--- src/rtl/core/urc_pkg.sv ---
`timescale 1ns / 1ps
`default_nettype none
// ---------------------------------------------------------------------------
// urc_pkg
// Types and constants for the ultrasonic range controller.
// ---------------------------------------------------------------------------
package urc_pkg;

   // register map, index is paddr[3:2]
   localparam int unsigned PADDR_W = 4;
   localparam logic [1:0] REG_INTERVAL   = 2'd0;
   localparam logic [1:0] REG_TRIGGER    = 2'd1;
   localparam logic [1:0] REG_ECHO_WAIT  = 2'd2;
   localparam logic [1:0] REG_MAX_TRAVEL = 2'd3;

   localparam int unsigned INTERVAL_W   = 20;
   localparam int unsigned TRIGGER_W    = 8;
   localparam int unsigned ECHO_WAIT_W  = 16;
   localparam int unsigned MAX_TRAVEL_W = 16;

   localparam logic [INTERVAL_W-1:0]   INTERVAL_RST   = 20'd50000;
   localparam logic [TRIGGER_W-1:0]    TRIGGER_RST    = 8'd20;
   localparam logic [ECHO_WAIT_W-1:0]  ECHO_WAIT_RST  = 16'd1000;
   localparam logic [MAX_TRAVEL_W-1:0] MAX_TRAVEL_RST = 16'd23200;

   // result status codes
   localparam logic [1:0] ST_NONE     = 2'd0;
   localparam logic [1:0] ST_DISTANCE = 2'd1;
   localparam logic [1:0] ST_NO_ECHO  = 2'd2;
   localparam logic [1:0] ST_RANGE    = 2'd3;

   localparam int unsigned TICK_W = 20;
   localparam int unsigned LEN_W  = 17;
   localparam int unsigned DIST_W = 19;
   localparam int unsigned REM_W  = 5;

   // distance = floor(len * 128 / 29), tracked incrementally:
   // each echo tick adds 128 = 4 * 29 + 12
   localparam logic [REM_W:0]    DIST_DIV  = 6'd29;
   localparam logic [DIST_W-1:0] DIST_STEP = 19'd4;
   localparam logic [REM_W:0]    REM_STEP  = 6'd12;

   typedef struct packed {
      logic [INTERVAL_W-1:0]   interval_ticks;
      logic [TRIGGER_W-1:0]    trigger_ticks;
      logic [ECHO_WAIT_W-1:0]  echo_wait_ticks;
      logic [MAX_TRAVEL_W-1:0] max_travel_ticks;
   } cfg_type;

   typedef struct packed {
      logic              trigger_level;
      logic [1:0]        status;
      logic [DIST_W-1:0] distance_q8;
   } rsp_type;

endpackage : urc_pkg
`default_nettype wire

--- src/rtl/core/ultrasonic_range_controller_unit.sv ---
`timescale 1ns / 1ps
`default_nettype none
// ---------------------------------------------------------------------------
// ultrasonic_range_controller_unit
// Echo-ranging sequencer: trigger pulse, echo wait with timeout, echo-high
// measurement, distance in 1/256 cm, idle interval between attempts.
// ---------------------------------------------------------------------------
//
//  channel  | direction | handshake           | payload
//  ---------+-----------+---------------------+-----------------------------------
//  req      | in        | req_valid/req_ready | req_echo_level (one tick per beat)
//  rsp      | out       | rsp_valid/rsp_ready | rsp_trigger_level, rsp_status,
//           |           |                     | rsp_distance_q8
//  csr      | in/out    | psel/penable, pready| paddr, pwdata, pwrite, prdata
//
// one tick beat per clock while req_ready is high; state updates on the accepting edge
// the result is registered in the output register, or in the skid entry on a stall
// a skid entry behind the output register keeps req_ready high for one extra beat
// while the consumer stalls; req_ready drops only when both entries are full
// reset (synchronous, active high) returns to the trigger phase with zero counts
// and restores the register defaults
// ---------------------------------------------------------------------------
module ultrasonic_range_controller_unit
   import urc_pkg::*;
(
   input  wire logic                clock,
   input  wire logic                reset,
   // tick input
   input  wire logic                req_valid,
   output      logic                req_ready,
   input  wire logic                req_echo_level,
   // result output
   output      logic                rsp_valid,
   input  wire logic                rsp_ready,
   output      logic                rsp_trigger_level,
   output      logic [1:0]          rsp_status,
   output      logic [DIST_W-1:0]   rsp_distance_q8,
   // register port
   input  wire logic                psel,
   input  wire logic                penable,
   input  wire logic                pwrite,
   input  wire logic [PADDR_W-1:0]  paddr,
   input  wire logic [31:0]         pwdata,
   output      logic [31:0]         prdata,
   output      logic                pready
);

   typedef enum logic [1:0] {
      PH_TRIGGER,
      PH_WAIT,
      PH_MEASURE,
      PH_IDLE
   } phase_type;

   // ------------------------------------------------------------------------
   // configuration registers
   // ------------------------------------------------------------------------
   cfg_type cfg_ff;
   logic    csr_write;

   assign pready    = 1'b1;
   assign csr_write = psel & penable & pwrite;

   always_ff @(posedge clock) begin
      if (reset) begin
         cfg_ff.interval_ticks   <= INTERVAL_RST;
         cfg_ff.trigger_ticks    <= TRIGGER_RST;
         cfg_ff.echo_wait_ticks  <= ECHO_WAIT_RST;
         cfg_ff.max_travel_ticks <= MAX_TRAVEL_RST;
      end else if (csr_write) begin
         case (paddr[3:2])
            REG_INTERVAL:   cfg_ff.interval_ticks   <= pwdata[INTERVAL_W-1:0];
            REG_TRIGGER:    cfg_ff.trigger_ticks    <= pwdata[TRIGGER_W-1:0];
            REG_ECHO_WAIT:  cfg_ff.echo_wait_ticks  <= pwdata[ECHO_WAIT_W-1:0];
            REG_MAX_TRAVEL: cfg_ff.max_travel_ticks <= pwdata[MAX_TRAVEL_W-1:0];
            default: ;
         endcase
      end
   end

   // register readback, zero extended
   always_comb begin
      case (paddr[3:2])
         REG_INTERVAL:   prdata = {{(32-INTERVAL_W){1'b0}}, cfg_ff.interval_ticks};
         REG_TRIGGER:    prdata = {{(32-TRIGGER_W){1'b0}}, cfg_ff.trigger_ticks};
         REG_ECHO_WAIT:  prdata = {{(32-ECHO_WAIT_W){1'b0}}, cfg_ff.echo_wait_ticks};
         REG_MAX_TRAVEL: prdata = {{(32-MAX_TRAVEL_W){1'b0}}, cfg_ff.max_travel_ticks};
         default:        prdata = '0;
      endcase
   end

   // a zero interval, trigger or echo-wait register behaves as one
   logic [TICK_W-1:0] interval_lim;
   logic [TICK_W-1:0] trigger_lim;
   logic [TICK_W-1:0] echo_wait_lim;

   assign interval_lim  = (cfg_ff.interval_ticks == '0) ? TICK_W'(1)
                                                        : cfg_ff.interval_ticks;
   assign trigger_lim   = (cfg_ff.trigger_ticks == '0) ? TICK_W'(1)
                          : {{(TICK_W-TRIGGER_W){1'b0}}, cfg_ff.trigger_ticks};
   assign echo_wait_lim = (cfg_ff.echo_wait_ticks == '0) ? TICK_W'(1)
                          : {{(TICK_W-ECHO_WAIT_W){1'b0}}, cfg_ff.echo_wait_ticks};

   // ------------------------------------------------------------------------
   // sequencer state
   // ------------------------------------------------------------------------
   phase_type          phase_ff,        phase_in;
   logic [TICK_W-1:0]  tick_count_ff,   tick_count_in;
   logic [LEN_W-1:0]   echo_length_ff,  echo_length_in;
   logic [DIST_W-1:0]  dist_acc_ff,     dist_acc_in;     // floor(len*128/29)
   logic [REM_W-1:0]   dist_rem_ff,     dist_rem_in;     // (len*128) mod 29
   logic [DIST_W-1:0]  last_distance_ff, last_distance_in;

   logic               req_fire;
   rsp_type            rsp_new;

   logic [TICK_W-1:0]  tick_inc;
   logic [LEN_W-1:0]   len_inc;
   logic               len_over;
   logic [REM_W:0]     rem_sum;
   logic               rem_wrap;
   logic [REM_W:0]     rem_fix;
   logic [DIST_W-1:0]  dist_next;
   logic [LEN_W-1:0]   max_travel_ext;

   assign req_fire       = req_valid & req_ready;
   assign tick_inc       = tick_count_ff + TICK_W'(1);
   assign len_inc        = echo_length_ff + LEN_W'(1);
   assign max_travel_ext = {{(LEN_W-MAX_TRAVEL_W){1'b0}}, cfg_ff.max_travel_ticks};
   assign len_over       = len_inc > max_travel_ext;

   // one more echo tick: add 128/29 as quotient 4, remainder 12, with carry
   assign rem_sum   = {1'b0, dist_rem_ff} + REM_STEP;
   assign rem_wrap  = rem_sum >= DIST_DIV;
   assign rem_fix   = rem_wrap ? (rem_sum - DIST_DIV) : rem_sum;
   assign dist_next = dist_acc_ff + DIST_STEP + DIST_W'(rem_wrap);

   always_comb begin
      phase_in         = phase_ff;
      tick_count_in    = tick_count_ff;
      echo_length_in   = echo_length_ff;
      dist_acc_in      = dist_acc_ff;
      dist_rem_in      = dist_rem_ff;
      last_distance_in = last_distance_ff;
      rsp_new.trigger_level = 1'b0;
      rsp_new.status        = ST_NONE;

      case (phase_ff)
         PH_WAIT: begin
            if (req_echo_level) begin
               // rising echo is the first counted tick
               echo_length_in = LEN_W'(1);
               dist_acc_in    = DIST_STEP;
               dist_rem_in    = REM_STEP[REM_W-1:0];
               if (cfg_ff.max_travel_ticks == '0) begin
                  rsp_new.status = ST_RANGE;
                  phase_in       = PH_IDLE;
                  tick_count_in  = '0;
               end else begin
                  phase_in = PH_MEASURE;
               end
            end else begin
               tick_count_in = tick_inc;
               if (tick_inc >= echo_wait_lim) begin
                  rsp_new.status = ST_NO_ECHO;
                  phase_in       = PH_IDLE;
                  tick_count_in  = '0;
               end
            end
         end
         PH_MEASURE: begin
            if (req_echo_level) begin
               echo_length_in = len_inc;
               dist_acc_in    = dist_next;
               dist_rem_in    = rem_fix[REM_W-1:0];
               if (len_over) begin
                  rsp_new.status = ST_RANGE;
                  phase_in       = PH_IDLE;
                  tick_count_in  = '0;
               end
            end else begin
               // falling echo: report only a changed distance
               if (echo_length_ff != '0 && dist_acc_ff != last_distance_ff) begin
                  last_distance_in = dist_acc_ff;
                  rsp_new.status   = ST_DISTANCE;
               end
               phase_in      = PH_IDLE;
               tick_count_in = '0;
            end
         end
         PH_IDLE: begin
            tick_count_in = tick_inc;
            if (tick_inc >= interval_lim) begin
               phase_in      = PH_TRIGGER;
               tick_count_in = '0;
            end
         end
         default: begin
            // trigger phase: drive the pin, ignore the echo
            rsp_new.trigger_level = 1'b1;
            tick_count_in         = tick_inc;
            if (tick_inc >= trigger_lim) begin
               phase_in       = PH_WAIT;
               tick_count_in  = '0;
               echo_length_in = '0;
               dist_acc_in    = '0;
               dist_rem_in    = '0;
            end
         end
      endcase

      rsp_new.distance_q8 = last_distance_in;
   end

   always_ff @(posedge clock) begin
      if (reset) begin
         phase_ff         <= PH_TRIGGER;
         tick_count_ff    <= '0;
         echo_length_ff   <= '0;
         dist_acc_ff      <= '0;
         dist_rem_ff      <= '0;
         last_distance_ff <= '0;
      end else if (req_fire) begin
         phase_ff         <= phase_in;
         tick_count_ff    <= tick_count_in;
         echo_length_ff   <= echo_length_in;
         dist_acc_ff      <= dist_acc_in;
         dist_rem_ff      <= dist_rem_in;
         last_distance_ff <= last_distance_in;
      end
   end

   // ------------------------------------------------------------------------
   // output register plus one skid entry
   // ------------------------------------------------------------------------
   logic    out_valid_ff, out_valid_in;
   logic    skid_valid_ff, skid_valid_in;
   rsp_type out_data_ff, out_data_in;
   rsp_type skid_data_ff, skid_data_in;
   logic    out_take;
   logic    out_open;

   assign req_ready = ~skid_valid_ff;
   assign out_take  = out_valid_ff & rsp_ready;
   assign out_open  = ~out_valid_ff | out_take;

   always_comb begin
      out_valid_in  = out_valid_ff;
      skid_valid_in = skid_valid_ff;
      out_data_in   = out_data_ff;
      skid_data_in  = skid_data_ff;
      if (out_open) begin
         if (skid_valid_ff) begin
            // drain the skid entry; no new beat can arrive while it is full
            out_data_in   = skid_data_ff;
            out_valid_in  = 1'b1;
            skid_valid_in = 1'b0;
         end else begin
            out_data_in  = rsp_new;
            out_valid_in = req_fire;
         end
      end else if (req_fire) begin
         // consumer stalled: park the beat in the skid entry
         skid_data_in  = rsp_new;
         skid_valid_in = 1'b1;
      end
   end

   always_ff @(posedge clock) begin
      if (reset) begin
         out_valid_ff  <= 1'b0;
         skid_valid_ff <= 1'b0;
      end else begin
         out_valid_ff  <= out_valid_in;
         skid_valid_ff <= skid_valid_in;
      end
   end

   always_ff @(posedge clock) begin
      out_data_ff  <= out_data_in;
      skid_data_ff <= skid_data_in;
   end

   assign rsp_valid         = out_valid_ff;
   assign rsp_trigger_level = out_data_ff.trigger_level;
   assign rsp_status        = out_data_ff.status;
   assign rsp_distance_q8   = out_data_ff.distance_q8;

   // ------------------------------------------------------------------------
   // assertions
   // ------------------------------------------------------------------------

   // the skid entry only fills behind a held output beat
   a_skid_behind_out: assert property (@(posedge clock) disable iff (reset)
      skid_valid_ff |-> out_valid_ff)
      else $error("skid entry valid without output beat");

   // a trigger tick never carries a measurement status
   a_trigger_quiet: assert property (@(posedge clock) disable iff (reset)
      (out_valid_ff && out_data_ff.trigger_level) |-> (out_data_ff.status == ST_NONE))
      else $error("trigger beat with nonzero status");

   // stored distance only moves on a beat taken in the measure phase
   a_distance_hold: assert property (@(posedge clock) disable iff (reset)
      (req_fire && phase_ff != PH_MEASURE) |=> $stable(last_distance_ff))
      else $error("distance changed outside measure phase");

   // incremental divide remainder stays below the divisor
   a_rem_range: assert property (@(posedge clock) disable iff (reset)
      {1'b0, dist_rem_ff} < DIST_DIV)
      else $error("distance remainder out of range");

endmodule : ultrasonic_range_controller_unit
`default_nettype wire

--- config.mk ---
export PLATFORM = sky130hd
export DESIGN_NAME = ultrasonic_range_controller_unit
export DESIGN_NICKNAME = d
export VERILOG_FILES = /design/src/rtl/core/urc_pkg.sv /design/src/rtl/core/ultrasonic_range_controller_unit.sv
export SDC_FILE = /design/constraint.sdc
export NUM_CORES = 1
export LEC_CHECK = 0
export ABC_AREA = 1
export CAP_MARGIN = 30
export CORE_MARGIN = 2
export CORE_UTILIZATION = 50
export CTS_BUF_LIST = sky130_fd_sc_hd__clkbuf_2 sky130_fd_sc_hd__clkbuf_4 sky130_fd_sc_hd__clkbuf_8
export DETAILED_ROUTE_END_ITERATION = 7
export DONT_BUFFER_PORTS = 1
export GPL_TIMING_DRIVEN = 0
export HOLD_SLACK_MARGIN = 0.12
export MAX_ROUTING_LAYER = met4
export PLACE_DENSITY = 0.7
export SYNTH_ARGS = -nofsm -noshare
export SYNTH_HDL_FRONTEND = slang
export SYNTH_SLANG_ARGS = --single-unit
--- constraint.sdc ---
create_clock -name clock -period 2.7 [get_ports clock]
set_input_delay 0.135 -clock clock [delete_from_list [all_inputs] [get_ports clock]]
set_output_delay 0.135 -clock clock [all_outputs]
set_load 0.02 [all_outputs]
==> impl_metrics.env <==
export IMPL_ys_top_cells_by_count="nand2_1, inv_1, dfxtp_1, a21oi_1, nor2_1"
export IMPL_rrSetupSlack_ps=-330
export IMPL_synth_enable_flop_cells=44
export IMPL_startpoint_type="register"
export IMPL_hold_path_class="in -> reg"
export IMPL_final_area_um2=13900
export IMPL_syn_instance_count=1551
export IMPL_vias=11200
export IMPL_ant_nets=0
export IMPL_yosysWarnings=0
export IMPL_cellPowerDensity_nw_per_um2=497
export IMPL_ys_seq_area_share_pct=37.6
export IMPL_tightestPinTransition_ps=898
export IMPL_synth_cell_types=46
export IMPL_arrival_ps=3380
export IMPL_initial_core_util_pct=51.0
export IMPL_root_buffer="clkbuf_8"
export IMPL_grt_pass1_wl_um=53400
export IMPL_grt_max_degree=26
export IMPL_clk_latency_ps=500
export IMPL_worst_path_buf_inv=4
export IMPL_die_y_um=153
export IMPL_die_area_um2=23600
export IMPL_fmax_mhz=330
export IMPL_violations="setup timing"
export IMPL_async_flop_share_pct=0
export IMPL_synth_seq_cells=188
export IMPL_drc=0
export IMPL_grt_overflow_total=0
export IMPL_max_cap_viol_count=0
export IMPL_syn_area_um2=11200
export IMPL_final_nets=1789
export IMPL_crit_chain="ha_4 -> nand2_4 -> nor2_4 -> nand2_4 -> nor2_4 -> buf_6 -> buf_4 -> xor2_2 -> inv_2 -> ha_4 -> nand2_2 -> nor3_4 -> nand3_2 -> nand3b_1 -> nand2_2 -> nand3_4 -> nand2_8 -> buf_6 -> nor2_1 -> nand2_1 -> a21oi_1"
export IMPL_fin_ws_ps=-329
export IMPL_io_pins=101
export IMPL_final_layout_size_suffix_gt1_share_pct=18.0
export IMPL_max_vdd_ir_drop_uv=325
export IMPL_cts_tree="done"
export IMPL_fin_crit_ps=3030
export IMPL_antenna_found_initial=0
export IMPL_dp_hpwl_um=23300
export IMPL_rsz0062_at_grt="true"
export IMPL_timing_final_hold_violations=0
export IMPL_n_fill_cell=1891
export IMPL_cts_made_buffers=17
export IMPL_avgRoutedWirePerCell_um=17.4
export IMPL_status="complete, but fails checks"
export IMPL_cts_sinks=188
export IMPL_drt_pass1_iter_count=5
export IMPL_yosys_area_top_type="dfxtp_1"
export IMPL_core_um2=21900
export IMPL_power_leakage_nw=5.95
export IMPL_ys_flop_type="dfxtp_1"
export IMPL_pre_cts_slack_ps=-557
export IMPL_drv_slew=0
export IMPL_grt_pass1_vias=10200
export IMPL_required_ps=3050
export IMPL_synth_area_leaders="dfxtp_1, nand2_1, edfxtp_1"
export IMPL_area_growth_pct=24.8
export IMPL_rows=54
export IMPL_cts_max_level=4
export IMPL_critPathCaptureType="register"
export IMPL_diodes=0
export IMPL_place_gp_congestion=0.941
export IMPL_placed_area_um2=11700
export IMPL_cpPeakStageDelay_ps=410
export IMPL_cp_slowest_cell="dfxtp_4"
export IMPL_drt_first_iter_violations=1070
export IMPL_max_slew_margin_pct=40.1
export IMPL_syn_avg_cell_area_um2=7.20
export IMPL_clock_path_buffers=2
export IMPL_fin_crit_sh_pct=112
export IMPL_critPathMaxFanout=7
export IMPL_grt_usage_pct=28.8
export IMPL_port_buffers=0
export IMPL_yosysMostFrequentCell="nand2_1"
export IMPL_setup_violations=63
export IMPL_path_class="reg -> reg"
export IMPL_clock_skew_ps=25.3
export IMPL_clk_pin_slew_worst_paths_ps=130
export IMPL_synth_top_cell_area_share_pct=25.8
export IMPL_cpLargestDelayFamily="simple AND/OR/NAND/NOR gates"
export IMPL_totalWireLength_um=34200
export IMPL_viasPerCell=5.68
export IMPL_dieWidth_um=153
## flip-flops by register name (all words and copies together) (netlist names)
register           flops
cfg_ff                60
skid_valid_ff          1
last_distance_ff      19
rsp_distance_q8       19
phase_ff               2
skid_data_ff          22
dist_acc_ff           19
rsp_trigger_level      1
dist_rem_ff            5
rsp_valid              1
rsp_status             2
echo_length_ff        17
tick_count_ff         20
## metal layers
metal  track usage (%)  up-vias  part of all wire (%)
met2              42.9      497                    45
met4              8.21        0                   2.1
met1              40.4     5223                    44
met3              5.10       74                   8.4
li1                  -     5376                     -
met5                 -        -                     0
## cell usage in the layout (no fill, tap or decap), drive strengths merged, types with 3 or more instances in the layout
cell and count:
a211oi 3, a21o 4, a21oi 143, a31oi 9
buf 86, clkbuf 69, clkinv 8, conb 13
dfxtp 144, dlygate4sd3 29, edfxtp 44, ha 72
inv 200, nand2 361, nand3 83, nand3b 3
nand4 41, nor2 144, nor3 15, nor4 15
o211ai 23, o21ai 106, o221ai 8, or2 3
xnor2 13, xor2 29
## per-stage QoR
step | utilization, % | setup TNS (ps) | hold slack (ps) | std cells | total power [W]
after floorplan | - | -0.907 | 265 | 1562 | 0.00395
after global placement | 53.2 | -32200 | 268 | 1842 | 0.00421
after detailed placement | 53.3 | -31030 | 274 | 1843 | 0.00424
after CTS | 61.2 | -10970 | 130 | 1951 | 0.00668
after global routing | 63.7 | -21790 | 211 | 1966 | 0.00719
final | 63.7 | -10870 | 168 | 1966 | 0.00692
## worst min-delay path, stage by stage
cell	delay (ps)
inv_1	50
nor2_1	100
inv_1	100
nor2_1	100
nand2_1	70
o211ai_1	70
## power breakdown
group	leakage (nW)	total [W]	internal (W)	switching [W]
clock network	0.216	0.00207	0.000746	0.00132
registers	1.63	0.00314	0.00300	0.000144
logic	4.10	0.00171	0.000729	0.000986
## what timing repair did
action | in CTS | in global routing
pin swaps | 69 | 61
cloned | 7 | 2
gates resized for setup | 132 | 112
endpoints found under the setup margin | 89 | 96
endpoints found under the hold margin | 66 | 0
buffers inserted | 40 | 16
hold buffers | 29 | 0
## layout make-up
| cell class | instances | area [µm²] | share of cell area, % |
|---|---|---|---|
| Buffer | 75 | 482 | 3.46 |
| Clock buffer | 17 | 234 | 1.68 |
| Sequential cell | 188 | 4260 | 30.5 |
| Clock inverter | 15 | 204 | 1.46 |
| Tap cell | 280 | 350 | 2.51 |
| Multi-Input combinational cell | 1106 | 6720 | 48.2 |
| Inverter | 193 | 732 | 5.25 |
| Timing Repair Buffer | 92 | 968 | 6.95 |
## logic make-up (layout without fill, tap and decap cells)
family,after synthesis,after routing,share of synthesized area [%]
AND/OR/NAND/NOR,671,671,26.0
AO/OA/AOI/OAI,308,308,15.2
buffers and inverters,268,392,9.75
flip-flops,188,188,37.6
adder cells (fa/ha/maj),72,72,8.06
XOR/XNOR,42,42,3.29
other,2,13,0.0672
## final timing paths
| check | cells after the start | start | to |
|---|---|---|---|
| max | 21 | echo_length_ff[0]$_SDFFE_PP0P_ | tick_count_ff[5]$_SDFFE_PP0P_ |
| min | 6 | paddr[3] | cfg_ff[21]$_SDFFE_PP1P_ |
| max reg2reg | 21 | echo_length_ff[0]$_SDFFE_PP0P_ | tick_count_ff[5]$_SDFFE_PP0P_ |
| min reg2reg | 2 | dist_rem_ff[1]$_SDFFE_PP0P_ | dist_rem_ff[1]$_SDFFE_PP0P_ |
Power figures use the tool's default switching activity.
